==> config.mk <==
export PLATFORM = sky130hd
export DESIGN_NAME = can_rx_slot_pool
export DESIGN_NICKNAME = d
export VERILOG_FILES = /design/src/hw/rtl/can_rx_pkg.sv /design/src/hw/rtl/can_rx_slot_pool.sv
export SDC_FILE = /design/constraint.sdc
export NUM_CORES = 2
export LEC_CHECK = 0
export BUFFER_PORTS_ARGS = -buffer_cell sky130_fd_sc_hd__buf_2
export CAP_MARGIN = 10
export CORE_MARGIN = 2
export CORE_UTILIZATION = 35
export DETAILED_ROUTE_END_ITERATION = 16
export GPL_TIMING_DRIVEN = 0
export PLACE_DENSITY_LB_ADDON = 0.05
export SLEW_MARGIN = 20
export SYNTH_ARGS = -nofsm -noshare
export SYNTH_HDL_FRONTEND = slang
export SYNTH_SLANG_ARGS = --single-unit
==> constraint.sdc <==
create_clock -name clk -period 12.95 [get_ports clk]
set_input_delay 2.59 -clock clk [delete_from_list [all_inputs] [get_ports clk]]
set_output_delay 2.59 -clock clk [all_outputs]
set_load 0.02 [all_outputs]
==> src/hw/rtl/can_rx_pkg.sv <==
// Shared types and constants of the CAN receive slot pool.
// Holds the action codes, the field widths and the layout of one stored slot.
// No dependencies.
package can_rx_pkg;

	localparam int SLOT_COUNT_DEF = 16;
	localparam int ID_W           = 29;
	localparam int LEN_W          = 4;
	localparam int DATA_W         = 64;
	localparam int PORT_W         = 2;
	localparam int IDX_W          = 8;
	localparam int MAX_LEN        = 8;

	typedef enum logic [2:0] {
		ACT_STORE   = 3'd0,
		ACT_FETCH   = 3'd1,
		ACT_DONE    = 3'd2,
		ACT_RELEASE = 3'd3,
		ACT_READ    = 3'd4
	} action_t;

	typedef struct packed {
		logic [ID_W-1:0]   id;
		logic              ext;
		logic [LEN_W-1:0]  len;
		logic [DATA_W-1:0] data;
		logic [PORT_W-1:0] port;
	} slot_entry_t;

endpackage

==> src/hw/rtl/can_rx_slot_pool.sv <==
// Top level of the CAN receive slot pool: flags, pointers, slot memory and control.
// Depends on can_rx_pkg.
//
// Usage: one input transaction carries an action (store, fetch next pending,
// mark done, release, read) with the frame fields; each one yields exactly one
// output transaction with ok, the slot index and the slot contents after the action.
// The input channel takes a transaction in the idle cycle; in that cycle a
// rotated priority search over the occupied and done flag registers picks the
// slot and the slot memory is read. In the write-back state the block merges the
// read data, writes the slot back and loads the output register; it takes no
// new transaction until that write-back is done, since each item reads the slot
// memory and then writes it back.
// The output register keeps a finished result while the receiver stalls; the
// next input is still taken and waits in the write-back state until the output
// register is free.
// Reset clears all flags, both pointers and the written mark of every slot, so
// that slots never written read as zero; no clearing pass is needed.
module can_rx_slot_pool
	import can_rx_pkg::*;
#(
	parameter int SLOT_COUNT = SLOT_COUNT_DEF
) (
	input  logic              clk,
	input  logic              arst_n,
	input  logic              in_valid,
	output logic              in_ready,
	input  logic [2:0]        action,
	input  logic [IDX_W-1:0]  slot,
	input  logic [ID_W-1:0]   frame_id,
	input  logic              is_extended,
	input  logic [LEN_W-1:0]  length,
	input  logic [DATA_W-1:0] payload,
	input  logic [PORT_W-1:0] port,
	output logic              out_valid,
	input  logic              out_ready,
	output logic              ok,
	output logic [IDX_W-1:0]  slot_index,
	output logic [ID_W-1:0]   out_id,
	output logic              out_extended,
	output logic [LEN_W-1:0]  out_length,
	output logic [DATA_W-1:0] out_payload,
	output logic [PORT_W-1:0] out_port,
	output logic              out_occupied,
	output logic              out_done
);

	localparam int SLOT_W = (SLOT_COUNT > 1) ? $clog2(SLOT_COUNT) : 1;
	localparam logic [SLOT_W:0] COUNT_L = (SLOT_W+1)'(SLOT_COUNT);

	typedef enum logic {ST_IDLE, ST_WB} state_t;

	state_t                  state_q;
	logic [SLOT_COUNT-1:0]   occ_q;
	logic [SLOT_COUNT-1:0]   done_q;
	logic [SLOT_COUNT-1:0]   written_q;
	logic [SLOT_W-1:0]       wp_q;
	logic [SLOT_W-1:0]       rp_q;

	slot_entry_t             mem [SLOT_COUNT];
	slot_entry_t             mem_rd_s1;

	action_t                 act_s1;
	logic                    hit_s1;
	logic [SLOT_W-1:0]       idx_s1;
	logic [ID_W-1:0]         id_s1;
	logic                    ext_s1;
	logic [LEN_W-1:0]        len_s1;
	logic [DATA_W-1:0]       data_s1;
	logic [PORT_W-1:0]       port_s1;
	logic                    occ_s1;
	logic                    done_s1;
	logic                    rd_vld_s1;

	logic                    free_found;
	logic [SLOT_W-1:0]       free_idx;
	logic                    pend_found;
	logic [SLOT_W-1:0]       pend_idx;
	logic [SLOT_W:0]         cand_w;
	logic [SLOT_W:0]         cand_r;
	logic                    slot_in_range;
	logic                    tgt_hit;
	logic [SLOT_W-1:0]       tgt_idx;
	logic [LEN_W-1:0]        len_sat;
	logic                    in_fire;
	logic                    wb_fire;

	slot_entry_t             old_entry;
	slot_entry_t             new_entry;
	logic                    new_occ;
	logic                    new_done;
	logic                    mem_we;

	assign in_ready = (state_q == ST_IDLE);
	assign in_fire  = in_valid && in_ready;
	assign wb_fire  = (state_q == ST_WB) && (!out_valid || out_ready);

	always_comb begin
		free_found = 1'b0;
		free_idx   = wp_q;
		pend_found = 1'b0;
		pend_idx   = rp_q;
		cand_w     = '0;
		cand_r     = '0;
		for (int k = 1; k <= SLOT_COUNT; k++) begin
			cand_w = {1'b0, wp_q} + (SLOT_W+1)'(k);
			if (cand_w >= COUNT_L) begin
				cand_w = cand_w - COUNT_L;
			end
			if (!free_found && !occ_q[cand_w[SLOT_W-1:0]]) begin
				free_found = 1'b1;
				free_idx   = cand_w[SLOT_W-1:0];
			end
			cand_r = {1'b0, rp_q} + (SLOT_W+1)'(k);
			if (cand_r >= COUNT_L) begin
				cand_r = cand_r - COUNT_L;
			end
			if (!pend_found && occ_q[cand_r[SLOT_W-1:0]] && !done_q[cand_r[SLOT_W-1:0]]) begin
				pend_found = 1'b1;
				pend_idx   = cand_r[SLOT_W-1:0];
			end
		end
	end

	always_comb begin
		slot_in_range = ({1'b0, slot} < (IDX_W+1)'(SLOT_COUNT));
		len_sat = (length > LEN_W'(MAX_LEN)) ? LEN_W'(MAX_LEN) : length;
		case (action_t'(action))
			ACT_STORE: begin
				tgt_hit = free_found;
				tgt_idx = free_idx;
			end
			ACT_FETCH: begin
				tgt_hit = pend_found;
				tgt_idx = pend_idx;
			end
			ACT_DONE, ACT_RELEASE, ACT_READ: begin
				tgt_hit = slot_in_range;
				tgt_idx = slot[SLOT_W-1:0];
			end
			default: begin
				tgt_hit = 1'b0;
				tgt_idx = slot[SLOT_W-1:0];
			end
		endcase
	end

	always_comb begin
		old_entry = rd_vld_s1 ? mem_rd_s1 : '0;
		new_entry = old_entry;
		new_occ   = occ_s1;
		new_done  = done_s1;
		mem_we    = 1'b0;
		case (act_s1)
			ACT_STORE: begin
				new_entry.id   = id_s1;
				new_entry.ext  = ext_s1;
				new_entry.len  = len_s1;
				new_entry.port = port_s1;
				for (int b = 0; b < MAX_LEN; b++) begin
					if (LEN_W'(b) < len_s1) begin
						new_entry.data[b*8 +: 8] = data_s1[b*8 +: 8];
					end
				end
				new_occ  = 1'b1;
				new_done = 1'b0;
				mem_we   = hit_s1;
			end
			ACT_DONE: begin
				new_done = 1'b1;
			end
			ACT_RELEASE: begin
				new_entry.id   = '0;
				new_entry.port = '0;
				new_occ        = 1'b0;
				new_done       = 1'b0;
				mem_we         = hit_s1;
			end
			default: begin
			end
		endcase
	end

	always_ff @(posedge clk) begin
		if (wb_fire && mem_we) begin
			mem[idx_s1] <= new_entry;
		end
		if (in_fire) begin
			mem_rd_s1 <= mem[tgt_idx];
		end
	end

	always_ff @(posedge clk or negedge arst_n) begin
		if (!arst_n) begin
			state_q      <= ST_IDLE;
			occ_q        <= '0;
			done_q       <= '0;
			written_q    <= '0;
			wp_q         <= '0;
			rp_q         <= '0;
			act_s1       <= ACT_READ;
			hit_s1       <= 1'b0;
			idx_s1       <= '0;
			id_s1        <= '0;
			ext_s1       <= 1'b0;
			len_s1       <= '0;
			data_s1      <= '0;
			port_s1      <= '0;
			occ_s1       <= 1'b0;
			done_s1      <= 1'b0;
			rd_vld_s1    <= 1'b0;
			out_valid    <= 1'b0;
			ok           <= 1'b0;
			slot_index   <= '0;
			out_id       <= '0;
			out_extended <= 1'b0;
			out_length   <= '0;
			out_payload  <= '0;
			out_port     <= '0;
			out_occupied <= 1'b0;
			out_done     <= 1'b0;
		end else begin
			if (out_valid && out_ready) begin
				out_valid <= 1'b0;
			end
			case (state_q)
				ST_IDLE: begin
					if (in_fire) begin
						act_s1    <= action_t'(action);
						hit_s1    <= tgt_hit;
						idx_s1    <= tgt_idx;
						id_s1     <= frame_id;
						ext_s1    <= is_extended;
						len_s1    <= len_sat;
						data_s1   <= payload;
						port_s1   <= port;
						occ_s1    <= occ_q[tgt_idx];
						done_s1   <= done_q[tgt_idx];
						rd_vld_s1 <= written_q[tgt_idx];
						if (action_t'(action) == ACT_STORE) begin
							wp_q <= free_idx;
						end
						if (action_t'(action) == ACT_FETCH) begin
							rp_q <= pend_idx;
						end
						state_q <= ST_WB;
					end
				end
				ST_WB: begin
					if (wb_fire) begin
						out_valid <= 1'b1;
						if (hit_s1) begin
							occ_q[idx_s1]  <= new_occ;
							done_q[idx_s1] <= new_done;
							if (mem_we) begin
								written_q[idx_s1] <= 1'b1;
							end
							ok           <= 1'b1;
							slot_index   <= IDX_W'(idx_s1);
							out_id       <= new_entry.id;
							out_extended <= new_entry.ext;
							out_length   <= new_entry.len;
							out_payload  <= new_entry.data;
							out_port     <= new_entry.port;
							out_occupied <= new_occ;
							out_done     <= new_done;
						end else begin
							ok           <= 1'b0;
							slot_index   <= '0;
							out_id       <= '0;
							out_extended <= 1'b0;
							out_length   <= '0;
							out_payload  <= '0;
							out_port     <= '0;
							out_occupied <= 1'b0;
							out_done     <= 1'b0;
						end
						state_q <= ST_IDLE;
					end
				end
				default: begin
					state_q <= ST_IDLE;
				end
			endcase
		end
	end

endmodule

After elaboration in Yosys (flattened, before gate mapping)
Memory sizes are Yosys's and may differ from the RTL's. A register that Yosys moved wholly into a read port is not among the register bits.
Cells that the tools add are included.
{"block": "totals", "ff_bits": 280, "ram_bits": 1600, "input_bits": 115, "wordCells": 537, "memories": 1}
{"block": "classes", "n_addsub": 64, "magnitude_cmp": 77, "n_eq_ne": 6, "n_mux": 237, "bitwise": 2, "reduce_logical": 123}
{"name": "mem", "words": 16, "width": 100, "rd": 1, "rd_ports_with_merged_regs": 1, "write_ports": 1, "line": "can_rx_slot_pool.sv:59", "text": "slot_entry_t mem [SLOT_COUNT];"}
{"operator": "2-to-1 mux 4 bit", "n": 67}
{"operator": "binary-select mux 1 bit (select 4 bit)", "n": 51}
{"operator": "less-than comparator 4 x 5 -> 1 bit, second input constant", "n": 34}
{"operator": ">= comparator 5 bit, second input constant", "n": 32}
{"operator": "subtractor 4 x 1 -> 4 bit, second input constant", "n": 32}
{"operator": "2-to-1 mux 100 bit", "n": 1}
{"operator": "2-to-1 mux 1 bit", "n": 96}
{"operator": "adder 4 x 4 -> 5 bit, second input constant", "n": 16}
{"operator": "2-to-1 mux 69 bit", "n": 1}
{"operator": "2-to-1 mux 64 bit", "n": 1}
{"operator": "2-to-1 mux 8 bit", "n": 8}
{"operator": "logical NOT 1 bit", "n": 61}
{"operator": "case mux 29 bit (2 select lines)", "n": 1}
{"operator": "logical AND 1 bit", "n": 51}
{"operator": "adder 4 x 3 -> 5 bit, second input constant", "n": 8}
{"operator": "bitwise mux 16 bit", "n": 2}
{"operator": "2-to-1 mux 29 bit", "n": 1}
{"operator": "adder 4 x 2 -> 5 bit, second input constant", "n": 4}
{"operator": "less-than comparator 3 x 4 -> 1 bit, first input constant", "n": 4}
{"operator": "OR 16 bit", "n": 1}
{"operator": "== test 3 x 2 -> 1 bit, second input constant", "n": 4}
{"operator": "adder 4 x 1 -> 5 bit, second input constant", "n": 2}
{"operator": "adder 4 x 5 -> 5 bit, second input constant", "n": 2}
{"operator": "AND reduction 3 bit", "n": 3}
{"operator": "20 further kinds", "n": 26}

Depth between registers and ports, before layout
{"block": "logic_depth", "ltp_word": 71, "depth_mapped": 25, "depth_no_buf": 15}

Least setup slack after synthesis
OpenSTA, ideal clock, no wires.
{"block": "synth_path", "path_kind": "input to register", "from": "input out_ready", "to": "register written_q[1]", "setup_time_ps": 125, "arrival_time_ps": 13698, "path_slack_ps": -873, "path_stages": 6, "n_path_buf": 1, "cell_sequence": "nand2b_1 -> nand3_1 -> or3_1 -> clkbuf_1 -> nor4_1 -> or2_2"}
{"block": "synth_between", "elab_chain_cells": 3}
{"element": "start, declared", "line": "can_rx_slot_pool.sv:35", "text": "input logic out_ready,"}
{"element": "logical OR 1 bit", "line": "can_rx_slot_pool.sv:95", "text": "assign wb_fire = (state_q == ST_WB) && (!out_valid || out_ready);"}
{"element": "logical AND 1 bit", "line": "can_rx_slot_pool.sv:95"}
{"element": "AND reduction 4 bit (no line)"}
{"element": "end signal, assigned", "line": "can_rx_slot_pool.sv:197", "text": "written_q <= '0;"}
{"element": "end signal, assigned by index", "line": "can_rx_slot_pool.sv:255", "text": "written_q[idx_s1] <= 1'b1;"}
{"element": "end, declared", "line": "can_rx_slot_pool.sv:55", "text": "logic [SLOT_COUNT-1:0] written_q;"}
Every way passes these cells.
A chain may end at the register's enable or synchronous reset.

Worst setup path after layout
{"block": "layout_path", "from": "register rp_q[0]", "to": "register, netlist name mem_rd_s1[96]"}
{"block": "layout_between", "elab_chain_cells": 69, "word_cells_on_any_way": 222, "classes_between": "add/sub (32); order compare (16); mux (112); reduce/logical (62)"}
{"element": "start, declared", "line": "can_rx_slot_pool.sv:57", "text": "logic [SLOT_W-1:0] rp_q;"}
{"element": "start signal, assigned", "line": "can_rx_slot_pool.sv:243", "text": "rp_q <= pend_idx;"}
{"element": "adder 4 x 1 -> 5 bit", "line": "can_rx_slot_pool.sv:113", "text": "cand_r = {1'b0, rp_q} + (SLOT_W+1)'(k);"}
{"element": "subtractor 4 x 1 -> 4 bit / >= comparator 5 bit (equally long branches)", "line": "can_rx_slot_pool.sv:115, can_rx_slot_pool.sv:114"}
{"element": "2-to-1 mux 4 bit", "line": "can_rx_slot_pool.sv:114", "text": "if (cand_r >= COUNT_L) begin"}
{"element": "binary-select mux 1 bit (select 4 bit)", "line": "can_rx_slot_pool.sv:117", "text": "if (!pend_found && occ_q[cand_r[SLOT_W-1:0]] && !done_q[cand_r[SLOT_W-1:0]]) begin"}
{"element": "2-to-1 mux 1 bit (implied by the code)", "line": "can_rx_slot_pool.sv:117"}
{"element": "logical NOT 1 bit", "line": "can_rx_slot_pool.sv:117"}
{"element": "logical AND 1 bit", "line": "can_rx_slot_pool.sv:117"}
{"element": "2-to-1 mux 1 bit", "line": "can_rx_slot_pool.sv:117"}
{"element": "[51 not listed]"}
{"element": "2-to-1 mux 1 bit", "line": "can_rx_slot_pool.sv:117"}
{"element": "logical NOT 1 bit", "line": "can_rx_slot_pool.sv:117"}
{"element": "logical AND 1 bit (2 in series)", "line": "can_rx_slot_pool.sv:117"}
{"element": "2-to-1 mux 1 bit", "line": "can_rx_slot_pool.sv:117"}
{"element": "logical NOT 1 bit", "line": "can_rx_slot_pool.sv:117"}
{"element": "logical AND 1 bit (2 in series)", "line": "can_rx_slot_pool.sv:117"}
{"element": "2-to-1 mux 4 bit (*)", "line": "can_rx_slot_pool.sv:117"}
{"element": "case mux 4 bit (2 select lines) (*)", "line": "can_rx_slot_pool.sv:127", "text": "case (action_t'(action))"}
Mark *: on every way between the ends. The rest lies on a longest branch, timed or not. The select of a mux whose other input is x is not followed.

==> run_results.csv <==
group,metric,value,unit
layout,fillCellCount,22200,
drt,drt_iter0_drc,4108,
timing,max_freq,127,MHz
global_routing,antenna_found_initial,20,
floorplanning,die_h,500,um
worst_setup_path,startpoint,"rp_q[0]",
clocking,cts_buffers,216,
worst_setup_path,path_cells,"buf_2 -> inv_2 -> clkbuf_1 -> ha_1 -> buf_2 -> buf_2 -> nor4b_1 -> nor4_1 -> o21ai_0 -> mux2i_1 -> nand4_2 -> nor3_2 -> a211o_1 -> mux2_2 -> nor2_8 -> buf_6 -> buf_6 -> buf_4 -> mux2i_1 -> mux2i_1 -> mux2i_1 -> mux2i_1",
worst_setup_path,start_kind,"flip-flop",
worst_setup_path,path_class,"reg -> reg",
floorplanning,rows,181,
placement,dp_hpwl,195,mm
clocking,cts.sinks,1976,
worst_setup_path,crit_path_end_kind,"flip-flop",
synthesis,synth-seq-area-share,0.674,
drt,avgRoutedWirePerCell,29.3,um
timing,worst-slew-pin-transition,1.23,ns
clocking,cts_resized,0,
timing,hold_viol,0,
layout,multiInputGateArea,0.0255,mm^2
worst_setup_path,critPathArrivalTime,8.43,ns
layout,fin_nets,6269,
worst_setup_path,cpMostUsedCell,"mux2i_1",
layout,fin_area,0.101,mm^2
min_path,holdPathEnd,"written_q[9]",
global_routing,grt_pass1_wl,392,mm
power_and_ir_drop,p_leak,40.9,nW
clocking,clockBufferDepth,3,
worst_setup_path,slowest_stage,"mux2i_1",
placement,io_buffers,222,
timing,min_period,7.85,ns
synthesis,syn_inst,5412,
drt,drtAntennaViolNets,0,
synthesis,synth_cell_type_count,109,
synthesis,post_synth.cell_area_avg,15.9,um^2
synthesis,synthArstFlopShare,0.140,
synthesis,synthTopCellsByArea,"edfxtp_1, mux2i_1, dfrtp_1",
clocking,cts_setup_buffers,0,
clocking,tritoncts,"done",
layout,area_growth,17.6,%
worst_setup_path,r2r_end,"mem_rd_s1[96]",
floorplanning,die-area,0.250,mm^2
global_routing,grt-ovfl-total,0,
placement,dp_slack,5.16,ns
power_and_ir_drop,powerDensity,271,mW/mm^2
placement,place_area,0.0939,mm^2
clocking,cts_hold_buf,0,
worst_setup_path,r2r_cells,22,
timing,relSlewSlack,0.178,
job,drv_cap,0,
drt,vias,49700,
worst_setup_path,critPathMaxStageDelay,0.69,ns
timing,whs,0.468,ns
synthesis,netlist.area_leader.share,0.594,
floorplanning,core_area,0.244,mm^2
clocking,cts_max_level,4,
synthesis,synth-edff-count,1700,
floorplanning,ios,228,
timing,rsz0062_at_grt,"false",
drt,drc,0,
synthesis,ys_ff_latch,1976,
global_routing,grt.total_usage,0.221,
timing,drv_slew,0,
min_path,min_from,"written_q[9]",
timing,min_period_over_period,0.606,
layout,drive_gt1_frac,0.192,
worst_setup_path,crit_fanout,11,
layout,register_area,0.0580,mm^2
power_and_ir_drop,irDropWorstVdd,407,uV
synthesis,netlist_area,0.0859,mm^2
global_routing,grt_max_degree,70,
drt,via_per_inst,5.21,
outcome,run_status,"complete, no violations",
synthesis,synth_flop_cell,"edfxtp_1",
global_routing,grt_pass1_vias,50200,
floorplanning,die_w,500,um
drt,drt-pass1-iter-count,5,
synthesis,synth_top_cell_by_area,"edfxtp_1",
floorplanning,initial_core_util,0.353,
timing,skew,0.0459,ns
layout,final_cell_count_no_fill,9545,
clocking,root_buffer,"clkbuf_16",
placement,gp_congestion,0.895,
min_path,holdPathStages,1,
timing,setup_violations,0,
worst_setup_path,r2r-start,"rp_q[0]",
clocking,insertion_delay,0.86,ns
synthesis,yosys_warnings,0,
timing,setup_ws,5.10,ns
min_path,holdCritPathClass,"reg -> reg",
worst_setup_path,required,13.53,ns
placement,placedCellCount,9124,
worst_setup_path,r2r_slack,5.10,ns
drt,routed_wl,280,mm
clocking,cts.clk_slew.worst_paths,0.06,ns
worst max-delay path by stage:
stage	end	slack [ns]	depth (start not counted)
global placement	written_q[11]	-16.90	7
detailed placement	mem_rd_s1[96]	5.16	20
floorplan	written_q[1]	-0.87	6
global route	mem_rd_s1[96]	4.81	22
CTS	mem_rd_s1[96]	5.14	20
finish	mem_rd_s1[96]	5.10	22
flip-flops by register name (all words and copies together) (netlist names), 16 cells and up:
name	count
data_s1	64
done_q	16
id_s1	29
mem	1600
mem_rd_s1	100
occ_q	16
out_id	29
out_payload	64
written_q	16
where the power goes:
part	switching (W)	internal [W]	leakage, nW
logic	0.00812	0.00483	18.1
clock network	0.00263	0.00358	3.49
registers	0.000319	0.00794	19.3
worst max-delay path, delay by kind of cell (launching register included):
kind,cells,cell delay (ns)
AO/OA/AOI/OAI,2,0.56
adder cells (fa/ha/maj),1,0.29
buffers and inverters,8,2.55
flip-flops,1,0.44
multiplexers,6,1.89
AND/OR/NAND/NOR,5,1.72
per-layer routing:
metal  part of all wire  GRT usage  vias to the layer above
met5           0.000046          0                        -
met4              0.022     0.0523                        2
met3              0.053     0.0307                      331
met1               0.46      0.318                    25700
met2               0.46      0.354                     1428
li1                   -          -                    22300
per-stage QoR:
| stage | utilization | total power (W) | TNS (ns) |
|---|---|---|---|
| 3_5_place_dp | 0.385 | 0.0214 | 0 |
| 4_1_cts | 0.415 | 0.0277 | 0 |
| 3_3_place_gp | 0.374 | 0.0214 | - |
| 2_1_floorplan | - | 0.0169 | -319.87 |
| 5_1_grt | 0.415 | 0.0287 | 0 |
| 6_report | 0.415 | 0.0274 | 0 |
cell families (layout without fill, tap and decap cells):
group	count (synthesis)	count (layout)	share of synthesized area
flip-flops	1976	1976	0.674
multiplexers	1626	1626	0.198
AND/OR/NAND/NOR	957	957	0.0520
AO/OA/AOI/OAI	457	457	0.0388
buffers and inverters	352	1271	0.0317
XOR/XNOR	29	29	0.00339
adder cells (fa/ha/maj)	14	14	0.00204
other	1	13	0.0000436
cells in the final DEF, fill, tap and decap left out, types with 13 or more instances in the layout:
cell type,count
o21ai_1,24
clkbuf_1,135
buf_12,65
a21oi_1,72
buf_6,87
nand4_1,14
clkbuf_8,22
ha_1,14
dfrtp_1,275
mux4_2,52
nor2b_1,28
mux2i_1,1556
buf_8,14
clkbuf_16,220
nand2b_1,21
buf_16,15
buf_2,415
a22o_1,136
bufinv_16,17
buf_4,124
edfxtp_1,1700
nand2_1,545
nand3b_1,16
clkbuf_2,14
mux2_2,14
clkinv_2,44
o21ai_2,15
o211ai_1,15
nor4_1,13
o21ai_0,53
clkinv_1,43
inv_1,19
or2_2,19
nor3_1,20
nor2_1,105
nand3_1,70
cell usage after synthesis, drive strengths merged (7+ instances only):
master and instances:
a2111oi 9, a21o 9, a21oi 74, a22o 136
a22oi 7, a31oi 14, and2 17, and3 9
buf 221, clkbuf 103, dfrtp 275, edfxtp 1700
ha 14, inv 23, mux2 15, mux2i 1557
mux4 54, nand2 545, nand2b 21, nand3 71
nand3b 16, nand4 16, nor2 107, nor2b 28
nor3 22, nor3b 9, nor4 28, o2111a 7
o211ai 15, o21ai 92, or2 21, or3 9
xnor2 15, xor2 14
layout make-up:
| type | count | area share |
|---|---|---|
| clock buffers | 292 | 0.0593 |
| diodes | 9 | 0.000223 |
| inverters | 28 | 0.00104 |
| repair buffers | 507 | 0.0368 |
| flip-flops and latches | 1976 | 0.573 |
| clock inverters | 120 | 0.0113 |
| well taps | 3202 | 0.0396 |
| plain buffers | 324 | 0.0262 |
| multi-input cells | 3087 | 0.252 |
Note: power is estimated with default switching activity, not from simulation.
